==> src/design/salc_pkg.sv <==
package salc_pkg;

  // link event codes
  localparam logic [2:0] CMD_PACKET = 3'd0;
  localparam logic [2:0] CMD_ACK    = 3'd1;
  localparam logic [2:0] CMD_NAK    = 3'd2;
  localparam logic [2:0] CMD_ENQ    = 3'd3;
  localparam logic [2:0] CMD_CANCEL = 3'd4;
  localparam logic [2:0] CMD_TICK   = 3'd5;
  localparam logic [2:0] CMD_SEND   = 3'd6;
  localparam logic [2:0] CMD_ABORT  = 3'd7;

  // control frame codes
  localparam logic [2:0] FR_NONE    = 3'd0;
  localparam logic [2:0] FR_ACKNUM  = 3'd1;
  localparam logic [2:0] FR_BAREACK = 3'd2;
  localparam logic [2:0] FR_NAK     = 3'd3;
  localparam logic [2:0] FR_CANEOT  = 3'd4;

  // configuration space
  localparam int unsigned PADDR_W      = 3;
  localparam int unsigned PDATA_W      = 32;
  localparam logic        REG_TIMEOUT  = 1'b0;
  localparam logic [7:0]  TIMEOUT_RESET = 8'd3;

  typedef struct packed {
    logic [2:0] command;
    logic [7:0] seq_number;
    logic       crc_ok;
  } item_t;

  typedef struct packed {
    logic [2:0] control_frame;
    logic       control_seq;
    logic       send_packet;
    logic       packet_seq;
    logic       deliver;
    logic       write_done;
    logic       write_busy;
    logic       stopped;
  } result_t;

endpackage

==> src/design/salc_ifs.sv <==
interface salc_in_if;
  logic       valid;
  logic       ready;
  logic [2:0] command;
  logic [7:0] seq_number;
  logic       crc_ok;

  modport source (output valid, command, seq_number, crc_ok, input ready);
  modport sink (input valid, command, seq_number, crc_ok, output ready);
endinterface

interface salc_out_if;
  logic       valid;
  logic       ready;
  logic [2:0] control_frame;
  logic       control_seq;
  logic       send_packet;
  logic       packet_seq;
  logic       deliver;
  logic       write_done;
  logic       write_busy;
  logic       stopped;

  modport source (output valid, control_frame, control_seq, send_packet, packet_seq,
                  deliver, write_done, write_busy, stopped, input ready);
  modport sink (input valid, control_frame, control_seq, send_packet, packet_seq,
                deliver, write_done, write_busy, stopped, output ready);
endinterface

==> src/design/salc_engine.sv <==
module salc_engine
  import salc_pkg::*;
(
  input  logic       clk,
  input  logic       rst,
  input  logic       accept,
  input  item_t      item,
  input  logic [7:0] timeout_ticks,
  output result_t    result
);

  logic       receive_seq, receive_seq_next;
  logic       send_seq, send_seq_next;
  logic       awaiting_ack, awaiting_ack_next;
  logic       packet_outstanding, packet_outstanding_next;
  logic [7:0] retry_countdown, retry_countdown_next;
  logic       link_down, link_down_next;
  logic [7:0] reload;

  // a zero timeout acts as one tick
  assign reload = (timeout_ticks == 8'd0) ? 8'd1 : timeout_ticks;

  always_comb begin
    receive_seq_next        = receive_seq;
    send_seq_next           = send_seq;
    awaiting_ack_next       = awaiting_ack;
    packet_outstanding_next = packet_outstanding;
    retry_countdown_next    = retry_countdown;
    link_down_next          = link_down;
    result                  = '0;
    if (!link_down) begin
      unique case (item.command)
        CMD_PACKET: begin
          if (!item.crc_ok) begin
            result.control_frame = FR_NAK;
          end else if (item.seq_number == {7'd0, receive_seq}) begin
            result.control_frame = FR_ACKNUM;
            result.control_seq   = receive_seq;
            result.deliver       = 1'b1;
            receive_seq_next     = ~receive_seq;
          end else begin
            result.control_frame = FR_ACKNUM;
            result.control_seq   = ~receive_seq;
          end
          if (awaiting_ack) begin
            retry_countdown_next = reload;
          end
        end
        CMD_ACK: begin
          if (packet_outstanding && item.seq_number == {7'd0, send_seq}) begin
            result.write_done       = 1'b1;
            send_seq_next           = ~send_seq;
            awaiting_ack_next       = 1'b0;
            packet_outstanding_next = 1'b0;
            retry_countdown_next    = 8'd0;
          end
        end
        CMD_NAK: begin
          if (packet_outstanding) begin
            result.send_packet   = 1'b1;
            result.packet_seq    = send_seq;
            awaiting_ack_next    = 1'b1;
            retry_countdown_next = reload;
          end
        end
        CMD_ENQ: begin
          result.control_frame = FR_BAREACK;
        end
        CMD_TICK: begin
          if (awaiting_ack) begin
            if (retry_countdown[7:1] == 7'd0) begin
              result.send_packet   = 1'b1;
              result.packet_seq    = send_seq;
              retry_countdown_next = reload;
            end else begin
              retry_countdown_next = retry_countdown - 8'd1;
            end
          end
        end
        CMD_SEND: begin
          if (packet_outstanding) begin
            result.write_busy = 1'b1;
          end else begin
            result.send_packet      = 1'b1;
            result.packet_seq       = send_seq;
            packet_outstanding_next = 1'b1;
            awaiting_ack_next       = 1'b1;
            retry_countdown_next    = reload;
          end
        end
        CMD_CANCEL, CMD_ABORT: begin
          result.control_frame    = FR_CANEOT;
          link_down_next          = 1'b1;
          awaiting_ack_next       = 1'b0;
          packet_outstanding_next = 1'b0;
          retry_countdown_next    = 8'd0;
        end
        default: begin
          result.control_frame = FR_NONE;
        end
      endcase
    end
    result.stopped = link_down_next;
  end

  always_ff @(posedge clk) begin
    if (rst) begin
      receive_seq        <= 1'b0;
      send_seq           <= 1'b0;
      awaiting_ack       <= 1'b0;
      packet_outstanding <= 1'b0;
      retry_countdown    <= 8'd0;
      link_down          <= 1'b0;
    end else if (accept) begin
      receive_seq        <= receive_seq_next;
      send_seq           <= send_seq_next;
      awaiting_ack       <= awaiting_ack_next;
      packet_outstanding <= packet_outstanding_next;
      retry_countdown    <= retry_countdown_next;
      link_down          <= link_down_next;
    end
  end

endmodule

==> src/design/stop_and_wait_link_controller_core.sv <==
// channel   role     payload
// link      sink     command, seq_number, crc_ok
// result    source   control_frame, control_seq, send_packet, packet_seq,
//                    deliver, write_done, write_busy, stopped
// apb       slave    timeout_ticks at byte address 0
//
// one item per cycle while the skid register is free; each accepted item's result is registered
// the state update and result decode are combinational, ahead of the result register
// a skid register behind the result register keeps link ready for one stalled result
// rst is synchronous and active high: sequence bits, countdown and link state clear,
// timeout_ticks returns to 3
module stop_and_wait_link_controller_core
  import salc_pkg::*;
(
  input  logic                 clk,
  input  logic                 rst,
  salc_in_if.sink              link,
  salc_out_if.source           result,
  input  logic                 psel,
  input  logic                 penable,
  input  logic                 pwrite,
  input  logic [PADDR_W-1:0]   paddr,
  input  logic [PDATA_W-1:0]   pwdata,
  output logic [PDATA_W-1:0]   prdata,
  output logic                 pready
);

  logic [7:0] timeout_ticks;
  item_t      item;
  result_t    step_result;
  logic       accept;
  logic       pop;

  // result register and skid register
  logic       out_valid;
  result_t    out_data;
  logic       skid_valid;
  result_t    skid_data;

  // apb register: only index zero exists, paddr[2] selects the index
  assign pready = 1'b1;

  always_ff @(posedge clk) begin
    if (rst) begin
      timeout_ticks <= TIMEOUT_RESET;
    end else if (psel && penable && pwrite && pready && paddr[2] == REG_TIMEOUT) begin
      timeout_ticks <= pwdata[7:0];
    end
  end

  always_comb begin
    prdata = '0;
    if (paddr[2] == REG_TIMEOUT) begin
      prdata = {{(PDATA_W-8){1'b0}}, timeout_ticks};
    end
  end

  // link handshake: room as long as the skid register is free
  assign link.ready = !skid_valid;
  assign accept     = link.valid && link.ready;
  assign pop        = out_valid && result.ready;

  assign item.command    = link.command;
  assign item.seq_number = link.seq_number;
  assign item.crc_ok     = link.crc_ok;

  salc_engine u_engine (
    .clk           (clk),
    .rst           (rst),
    .accept        (accept),
    .item          (item),
    .timeout_ticks (timeout_ticks),
    .result        (step_result)
  );

  // output staging: fresh results go to the result register when it frees up and the skid
  // register is empty, otherwise they park in the skid register
  always_ff @(posedge clk) begin
    if (rst) begin
      out_valid  <= 1'b0;
      skid_valid <= 1'b0;
    end else if (!out_valid || pop) begin
      if (skid_valid) begin
        out_valid  <= 1'b1;
        skid_valid <= accept;
      end else begin
        out_valid  <= accept;
      end
    end else if (accept) begin
      skid_valid <= 1'b1;
    end
  end

  always_ff @(posedge clk) begin
    if (!out_valid || pop) begin
      if (skid_valid) begin
        out_data  <= skid_data;
        skid_data <= step_result;
      end else begin
        out_data  <= step_result;
      end
    end else if (accept) begin
      skid_data <= step_result;
    end
  end

  assign result.valid         = out_valid;
  assign result.control_frame = out_data.control_frame;
  assign result.control_seq   = out_data.control_seq;
  assign result.send_packet   = out_data.send_packet;
  assign result.packet_seq    = out_data.packet_seq;
  assign result.deliver       = out_data.deliver;
  assign result.write_done    = out_data.write_done;
  assign result.write_busy    = out_data.write_busy;
  assign result.stopped       = out_data.stopped;

  // a parked result always has an older one ahead of it
  a_skid_behind_out: assert property (@(posedge clk) disable iff (rst)
    skid_valid |-> out_valid)
    else $error("skid register holds a result while the result register is empty");

  // a stalled result with a full skid must keep both and take nothing new
  a_full_holds: assert property (@(posedge clk) disable iff (rst)
    (skid_valid && !result.ready) |=> (skid_valid && out_valid && $stable(out_data)))
    else $error("stalled results changed");

  // a stopped link only reports the cancel frame or nothing
  a_stopped_frame: assert property (@(posedge clk) disable iff (rst)
    (result.valid && result.stopped) |->
      (result.control_frame == FR_NONE || result.control_frame == FR_CANEOT))
    else $error("stopped link sent a frame other than cancel");

  // a refused send request never also starts a transmission
  a_busy_alone: assert property (@(posedge clk) disable iff (rst)
    (result.valid && result.write_busy) |-> (!result.send_packet && !result.write_done))
    else $error("busy result carries a send or completion");

endmodule
==> src/flat_wrapper.sv <==
// flat-port wrapper written by rule: the top's interface ports become plain ports
module stop_and_wait_link_controller_core_flat import salc_pkg::*;
  (clk, rst, psel, penable, pwrite, paddr, pwdata, prdata, pready, link_valid, link_command, link_seq_number, link_crc_ok, link_ready, result_valid, result_control_frame, result_control_seq, result_send_packet, result_packet_seq, result_deliver, result_write_done, result_write_busy, result_stopped, result_ready);
  salc_in_if link_i ();
  salc_out_if result_i ();
  input  logic clk;
  input  logic rst;
  input  logic psel;
  input  logic penable;
  input  logic pwrite;
  input  logic [PADDR_W-1:0] paddr;
  input  logic [PDATA_W-1:0] pwdata;
  output logic [PDATA_W-1:0] prdata;
  output logic pready;
  input wire logic [$bits(link_i.valid)-1:0] link_valid;
  input wire logic [$bits(link_i.command)-1:0] link_command;
  input wire logic [$bits(link_i.seq_number)-1:0] link_seq_number;
  input wire logic [$bits(link_i.crc_ok)-1:0] link_crc_ok;
  output wire logic [$bits(link_i.ready)-1:0] link_ready;
  output wire logic [$bits(result_i.valid)-1:0] result_valid;
  output wire logic [$bits(result_i.control_frame)-1:0] result_control_frame;
  output wire logic [$bits(result_i.control_seq)-1:0] result_control_seq;
  output wire logic [$bits(result_i.send_packet)-1:0] result_send_packet;
  output wire logic [$bits(result_i.packet_seq)-1:0] result_packet_seq;
  output wire logic [$bits(result_i.deliver)-1:0] result_deliver;
  output wire logic [$bits(result_i.write_done)-1:0] result_write_done;
  output wire logic [$bits(result_i.write_busy)-1:0] result_write_busy;
  output wire logic [$bits(result_i.stopped)-1:0] result_stopped;
  input wire logic [$bits(result_i.ready)-1:0] result_ready;
  assign link_i.valid = link_valid;
  assign link_i.command = link_command;
  assign link_i.seq_number = link_seq_number;
  assign link_i.crc_ok = link_crc_ok;
  assign link_ready = link_i.ready;
  assign result_valid = result_i.valid;
  assign result_control_frame = result_i.control_frame;
  assign result_control_seq = result_i.control_seq;
  assign result_send_packet = result_i.send_packet;
  assign result_packet_seq = result_i.packet_seq;
  assign result_deliver = result_i.deliver;
  assign result_write_done = result_i.write_done;
  assign result_write_busy = result_i.write_busy;
  assign result_stopped = result_i.stopped;
  assign result_i.ready = result_ready;
  stop_and_wait_link_controller_core u_core (.clk(clk), .rst(rst), .link(link_i), .result(result_i), .psel(psel), .penable(penable), .pwrite(pwrite), .paddr(paddr), .pwdata(pwdata), .prdata(prdata), .pready(pready));
endmodule
==> config.mk <==
export PLATFORM = sky130hd
export DESIGN_NAME = stop_and_wait_link_controller_core_flat
export DESIGN_NICKNAME = d
export VERILOG_FILES = /design/src/design/salc_pkg.sv /design/src/design/salc_ifs.sv /design/src/design/salc_engine.sv /design/src/design/stop_and_wait_link_controller_core.sv /design/src/flat_wrapper.sv
export SDC_FILE = /design/constraint.sdc
export NUM_CORES = 1
export LEC_CHECK = 0
export ABC_AREA = 1
export BUFFER_PORTS_ARGS = -buffer_cell sky130_fd_sc_hd__buf_2
export CAP_MARGIN = 20
export CORE_MARGIN = 10
export CORE_UTILIZATION = 53
export CTS_CLUSTER_DIAMETER = 30
export DETAILED_ROUTE_END_ITERATION = 12
export PLACE_DENSITY = 0.83
export SKIP_LAST_GASP = 1
export SLEW_MARGIN = 20
export SYNTH_ARGS = -nofsm -noshare
export SYNTH_HDL_FRONTEND = slang
export SYNTH_SLANG_ARGS = --single-unit
==> constraint.sdc <==
create_clock -name clk -period 2.65 [get_ports clk]
set_input_delay 0.53 -clock clk [delete_from_list [all_inputs] [get_ports clk]]
set_output_delay 0.53 -clock clk [all_outputs]
set_load 0.03 [all_outputs]
# == After elaboration in Yosys (flattened, before gate mapping) ==
# Index checks and enable logic that the tools add are counted.
# totals
in_bits,54
register_bits,43
elab_cells,110
# op_classes
reduce_logical,23
n_bitwise,4
n_eq_ne,15
mux,42
addsub,1
# op_table
operator,n
$mux 8,8
$pmux 8 s6,1
$mux 10,4
$mux 1,19
$eq 8x1->1,2
$eq 3x3->1 const B,4
$ne 2x2->1 const B,5
$mux 9,1
$pmux 3 s3,1
$logic_not 8->1,1
$mux 2,4
$reduce_and 4->1,2
$reduce_and 8->1,1
$sub 8x1->8 const B,1
$logic_not 7->1,1
$eq 3x2->1 const B,2
$logic_and 1x1->1,6
$pmux 2 s3,1
$reduce_and 6->1,1
$reduce_bool 6->1,1
$reduce_and 5->1,1
$not 1->1,4
$pmux 1 s4,1
$reduce_bool 4->1,1
11 further kinds,12

# == Depth between registers and ports, before layout ==
# logic_depth
word_depth,7
depth_mapped,11

# == Cells and area by module ==
# Synthesis repeated with hierarchy kept, for this count alone.
# hier_totals
cells_unflattened,374
area_unflattened_um2,2658.8
# modules_own_cells
mod,seq_area_each_um2,cells_each,area_each_um2,instances
stop_and_wait_link_controller_core,800.8,161,1460.2,1
salc_engine,260.2,213,1198.6,1

# == Worst setup path before layout ==
# Ideal clock, no wire load.
# synth_path
path_type,reg2reg
from,reg u_core.skid_valid
to,"reg u_core.skid_data[0] (netlist name), enable pin"
synth_period_minus_slack_ns,1.799
arrival_time_ns,1.408
path_stages_with_launch,4
path_slack_ns,0.851
cell_sequence,dfxtp_1 inv_2 buf_2 o21ai_0
# synth_via
elab_chain_len,4
# synth_rtl
element,line,source
start: declaration,stop_and_wait_link_controller_core.sv:37,logic skid_valid;
start signal: assignment,stop_and_wait_link_controller_core.sv:85,skid_valid <= accept;
$logic_not 1->1,stop_and_wait_link_controller_core.sv:59,assign link.ready = !skid_valid;
named net link_ready,flat_wrapper.sv:19,output wire logic [$bits(link_i.ready)-1:0] link_ready;
$logic_and 1x1->1,stop_and_wait_link_controller_core.sv:60,assign accept = link.valid && link.ready;
$reduce_bool 2->1 (no source line),--,
$reduce_and 2->1 (no source line),--,
end signal: assignment,stop_and_wait_link_controller_core.sv:98,skid_data <= step_result;
end signal: assignment,stop_and_wait_link_controller_core.sv:103,skid_data <= step_result;
end: declaration,stop_and_wait_link_controller_core.sv:38,result_t skid_data;
# The timed path passes the listed nets, and every way through them passes these cells.
# A chain may end at the register's enable or synchronous reset.

# == Final worst setup path ==
# layout_path
from,reg u_core.skid_valid
to,out link_ready
# layout_via
elab_chain_len,1
# layout_rtl
element,line
$logic_not 1->1,stop_and_wait_link_controller_core.sv:59
end: declaration,flat_wrapper.sv:19
# Every way passes these cells.

==> results.ini <==
[synth]
netlist_instances = 354
synth.ff_latch_count = 43
top_area_cells_in_the_synthesized_netlist = edfxtp_1 (23%), dfxtp_1 (18%), nand2_1 (15%)
yosys.area.top_type_share_pct = 23.4
synth_compound_gate_area_share_pct = 8.06
ys_dominant_reg_cell = dfxtp_1
fraction_of_synthesized_area_in_multiplexers_pct = 0
synth_xor_xnor_area_share_pct = 0.684
mappedNetlistArea_mm2 = 0.00256
distinct_cell_type_count_after_synthesis = 33
count_of_flip_flops_with_a_built_in_enable_after_synthesis = 20
ys_async_sr_fraction_pct = 0
netlist_top_cells_count = nand2_1 (99), nor2_1 (49), inv_1 (39)
postSynthAreaPerCell_um2 = 7.24
post-synth-top-count-cell = nand2_1
largest_family_of_logic_cells_by_synthesized_area = simple AND/OR/NAND/NOR gates
post_synthesis_adder_cell_area_fraction_pct = 0.488
yosys_warnings = 0
ys_seq_area_share_pct = 41.4
synth.largest_area_cell = edfxtp_1
synth-simple-area-share_pct = 32.6

[clock_network]
cts_root_buffer = clkbuf_8
post-cts-setup-buffer-count = 0
clkTransAtPathRegs_ns = 0.09
tritoncts.num_buffers = 5
clk-insertion-delay-late_ns = 0.30
clkSinkCount = 43
post_cts_hold_buffer_count = 0
tritoncts = yes
clock_tree.htree_level_count = 2
clockBufferDepth = 2
cts_resizes = 0

[placement]
port-buffer-count = 47
gpl.final_weighted_congestion = 0.840
detailed_place.area_mm2 = 0.00270
place_hpwl_um = 4310

[routing]
antenna_violating_nets_post_route = 0
met3WireLength_um = 309
average_wire_per_standard_cell_um = 12.2
wirelength_um = 5530
drtIter0Drc = 140
dr.pass1.iters = 5
routed-wl-met2_um = 2650
remaining_drc_errors = 0
route.layer.met1.wl_um = 2520
vias_per_cell = 4.86
num_vias = 2200
top_signal_layer_used = met4

[critical_path]
reg2reg_to = u_core.u_engine.retry_countdown[4]$_SDFFE_PP0P_
required_ns = 2.12
crit_path_end = link_ready
worst-path-stages = 2
crit-reg2reg-launch = u_core.skid_valid$_SDFFE_PP0P_
path_cells = inv_2 -> buf_2
crit_start = u_core.skid_valid$_SDFFE_PP0P_
cp_data_arrival_time_ns = 1.31
startpoint_type = register
crit_path_max_incr_delay_ns = 0.59
ff2ff_path_depth = 9
timing.reg2reg.setup_slack_ns = 0.84
endpoint_kind = output pin
cp_num_buf_inv = 2
worst_path_max_delay_cell = dfxtp_1
critical_path_class = reg2out
path_max_fanout = 13
worst_path_dominant_cell_family = flip-flops

[power]
power.ir.vdd_worst_mv = 0.311
p_leak_uw = 0.00141
p_per_area_mw_per_mm2 = 584

[sta]
achievable-frequency_mhz = 543
total_count_of_max_transition_violations_in_the_final_report = 0
worst-slew-pin-transition_ns = 0.546
setup_tns_ns = 0
final.period_utilization_pct = 69.5
finalWorstPathRequiredPeriod_ns = 1.84
unrepaired_setup_endpoints_after_global_routing = false
clock_skew_ns = 0.00918
setup-violations-final = 0
max_slew_margin_pct = 63.5
timing_hold_violations_final = 0

[final_layout]
design.final.nets = 453
share_of_cells_above_drive_strength_1_pct = 19.3
area_growth_pct = 9.77
final_cell_area_mm2 = 0.00281
antennaDiodeCount = 0

[floorplan]
starting_utilization_of_the_core_area_pct = 54.6
fp.dieArea_mm2 = 0.00802
die_y_um = 89.5
ios = 99
num_rows = 25
die_width_um = 89.5
fp.coreArea_mm2 = 0.00469

[global_route]
grt_first_pass_wirelength_um = 9000
first_global_vias = 2094
globalRouteOverflowTotal = 0
maximum_number_of_pins_on_one_net_before_global_route_repair = 19
antenna_violations_before_repair = 0
grtUsageTotal_pct = 14.2

[flow_run]
drv.max_cap_violation_count = 0

[run_status]
run_status = finished clean

[min_path]
min_path_type = in2reg

[worst min-delay path by stage]
stage,cells after the start,slack [ns],start,to
2_1_floorplan,2,0.45,u_core.u_engine.send_seq$_SDFFE_PP0P_,u_core.u_engine.send_seq$_SDFFE_PP0P_
3_5_place_dp,2,0.46,u_core.u_engine.awaiting_ack$_SDFFE_PP0P_,u_core.u_engine.awaiting_ack$_SDFFE_PP0P_
3_3_place_gp,2,0.46,u_core.u_engine.send_seq$_SDFFE_PP0P_,u_core.u_engine.send_seq$_SDFFE_PP0P_
5_1_grt,3,0.47,pwdata[1],u_core.timeout_ticks[1]$_SDFFE_PP1P_
6_report,3,0.44,pwdata[0],u_core.timeout_ticks[0]$_SDFFE_PP1P_
4_1_cts,3,0.44,pwdata[0],u_core.timeout_ticks[0]$_SDFFE_PP1P_
[flip-flops by register name, summed over array words and instances (netlist names)]
register and cells:
u_core.timeout_ticks 8, u_core.result.send_packet 1, u_core.u_engine.packet_outstanding 1, u_core.result.write_done 1, u_core.u_engine.send_seq 1, u_core.result.deliver 1, u_core.u_engine.awaiting_ack 1, u_core.result.packet_seq 1
u_core.u_engine.receive_seq 1, u_core.result.control_frame 3, u_core.result.valid 1, u_core.result.write_busy 1, u_core.result.stopped 1, u_core.skid_data 10, u_core.u_engine.link_down 1, u_core.u_engine.retry_countdown 8
u_core.skid_valid 1, u_core.result.control_seq 1
[per-layer routing]
layer	vias to the layer above	global-route usage (%)
met3	7	3.56
met1	967	16.5
met2	72	24.1
met4	0	5.92
li1	1154	-
met5	-	0
[metrics by stage]
stage	hold slack, ns	utilization (%)	setup slack, ns	total power [uW]	cells
global route	0.467	59.9	0.636	1720	453
detailed placement	0.464	57.5	0.821	1120	445
finish	0.436	59.9	0.808	1640	453
CTS	0.441	59.9	0.816	1640	453
floorplan	0.445	-	0.851	1080	377
global placement	0.462	57.5	0.884	1110	445
[cell families (layout without fill, tap and decap cells)]
kind of cell,after synthesis,count (layout)
flops,43,43
xor+xnor,2,2
buf+inv,77,99
other cells,2,25
fa+ha+maj,1,1
simple gates,191,191
compound gates,38,38
[area by class of cell]
type                       instances  area [um^2]
multi-input combinational        257         1160
sequential                        43         1060
tap                               54         67.6
clock inverter                     3         46.3
clock buffer                       5         68.8
fill                             422         1880
inverter                          43          161
timing repair buffer              48          243
[where the power goes]
group / internal (uW) / leakage, uW / switching [uW]
combinational: 97.5 / 0.000956 / 260
clock: 284 / 0.0000548 / 247
sequential: 733 / 0.000395 / 20.5
total: 1110 / 0.00141 / 528
[cells in the final DEF, fill, tap and decap left out, drive strengths merged, types with 4 or more instances in the layout]
| cell type | count |
|---|---|
| buf | 48 |
| o21ai | 13 |
| nand3 | 20 |
| nor2 | 57 |
| nand4 | 4 |
| clkbuf | 5 |
| inv | 44 |
| nand2 | 103 |
| dfxtp | 23 |
| conb | 25 |
| nor3 | 4 |
| edfxtp | 20 |
| a21oi | 19 |
| o211ai | 4 |
[worst min-delay path, stage by stage]
cell	delay, ns
buf_2	0.07
nand2_1	0.04
o211ai_1	0.06
No activity file was read; power rests on OpenSTA's default activity.
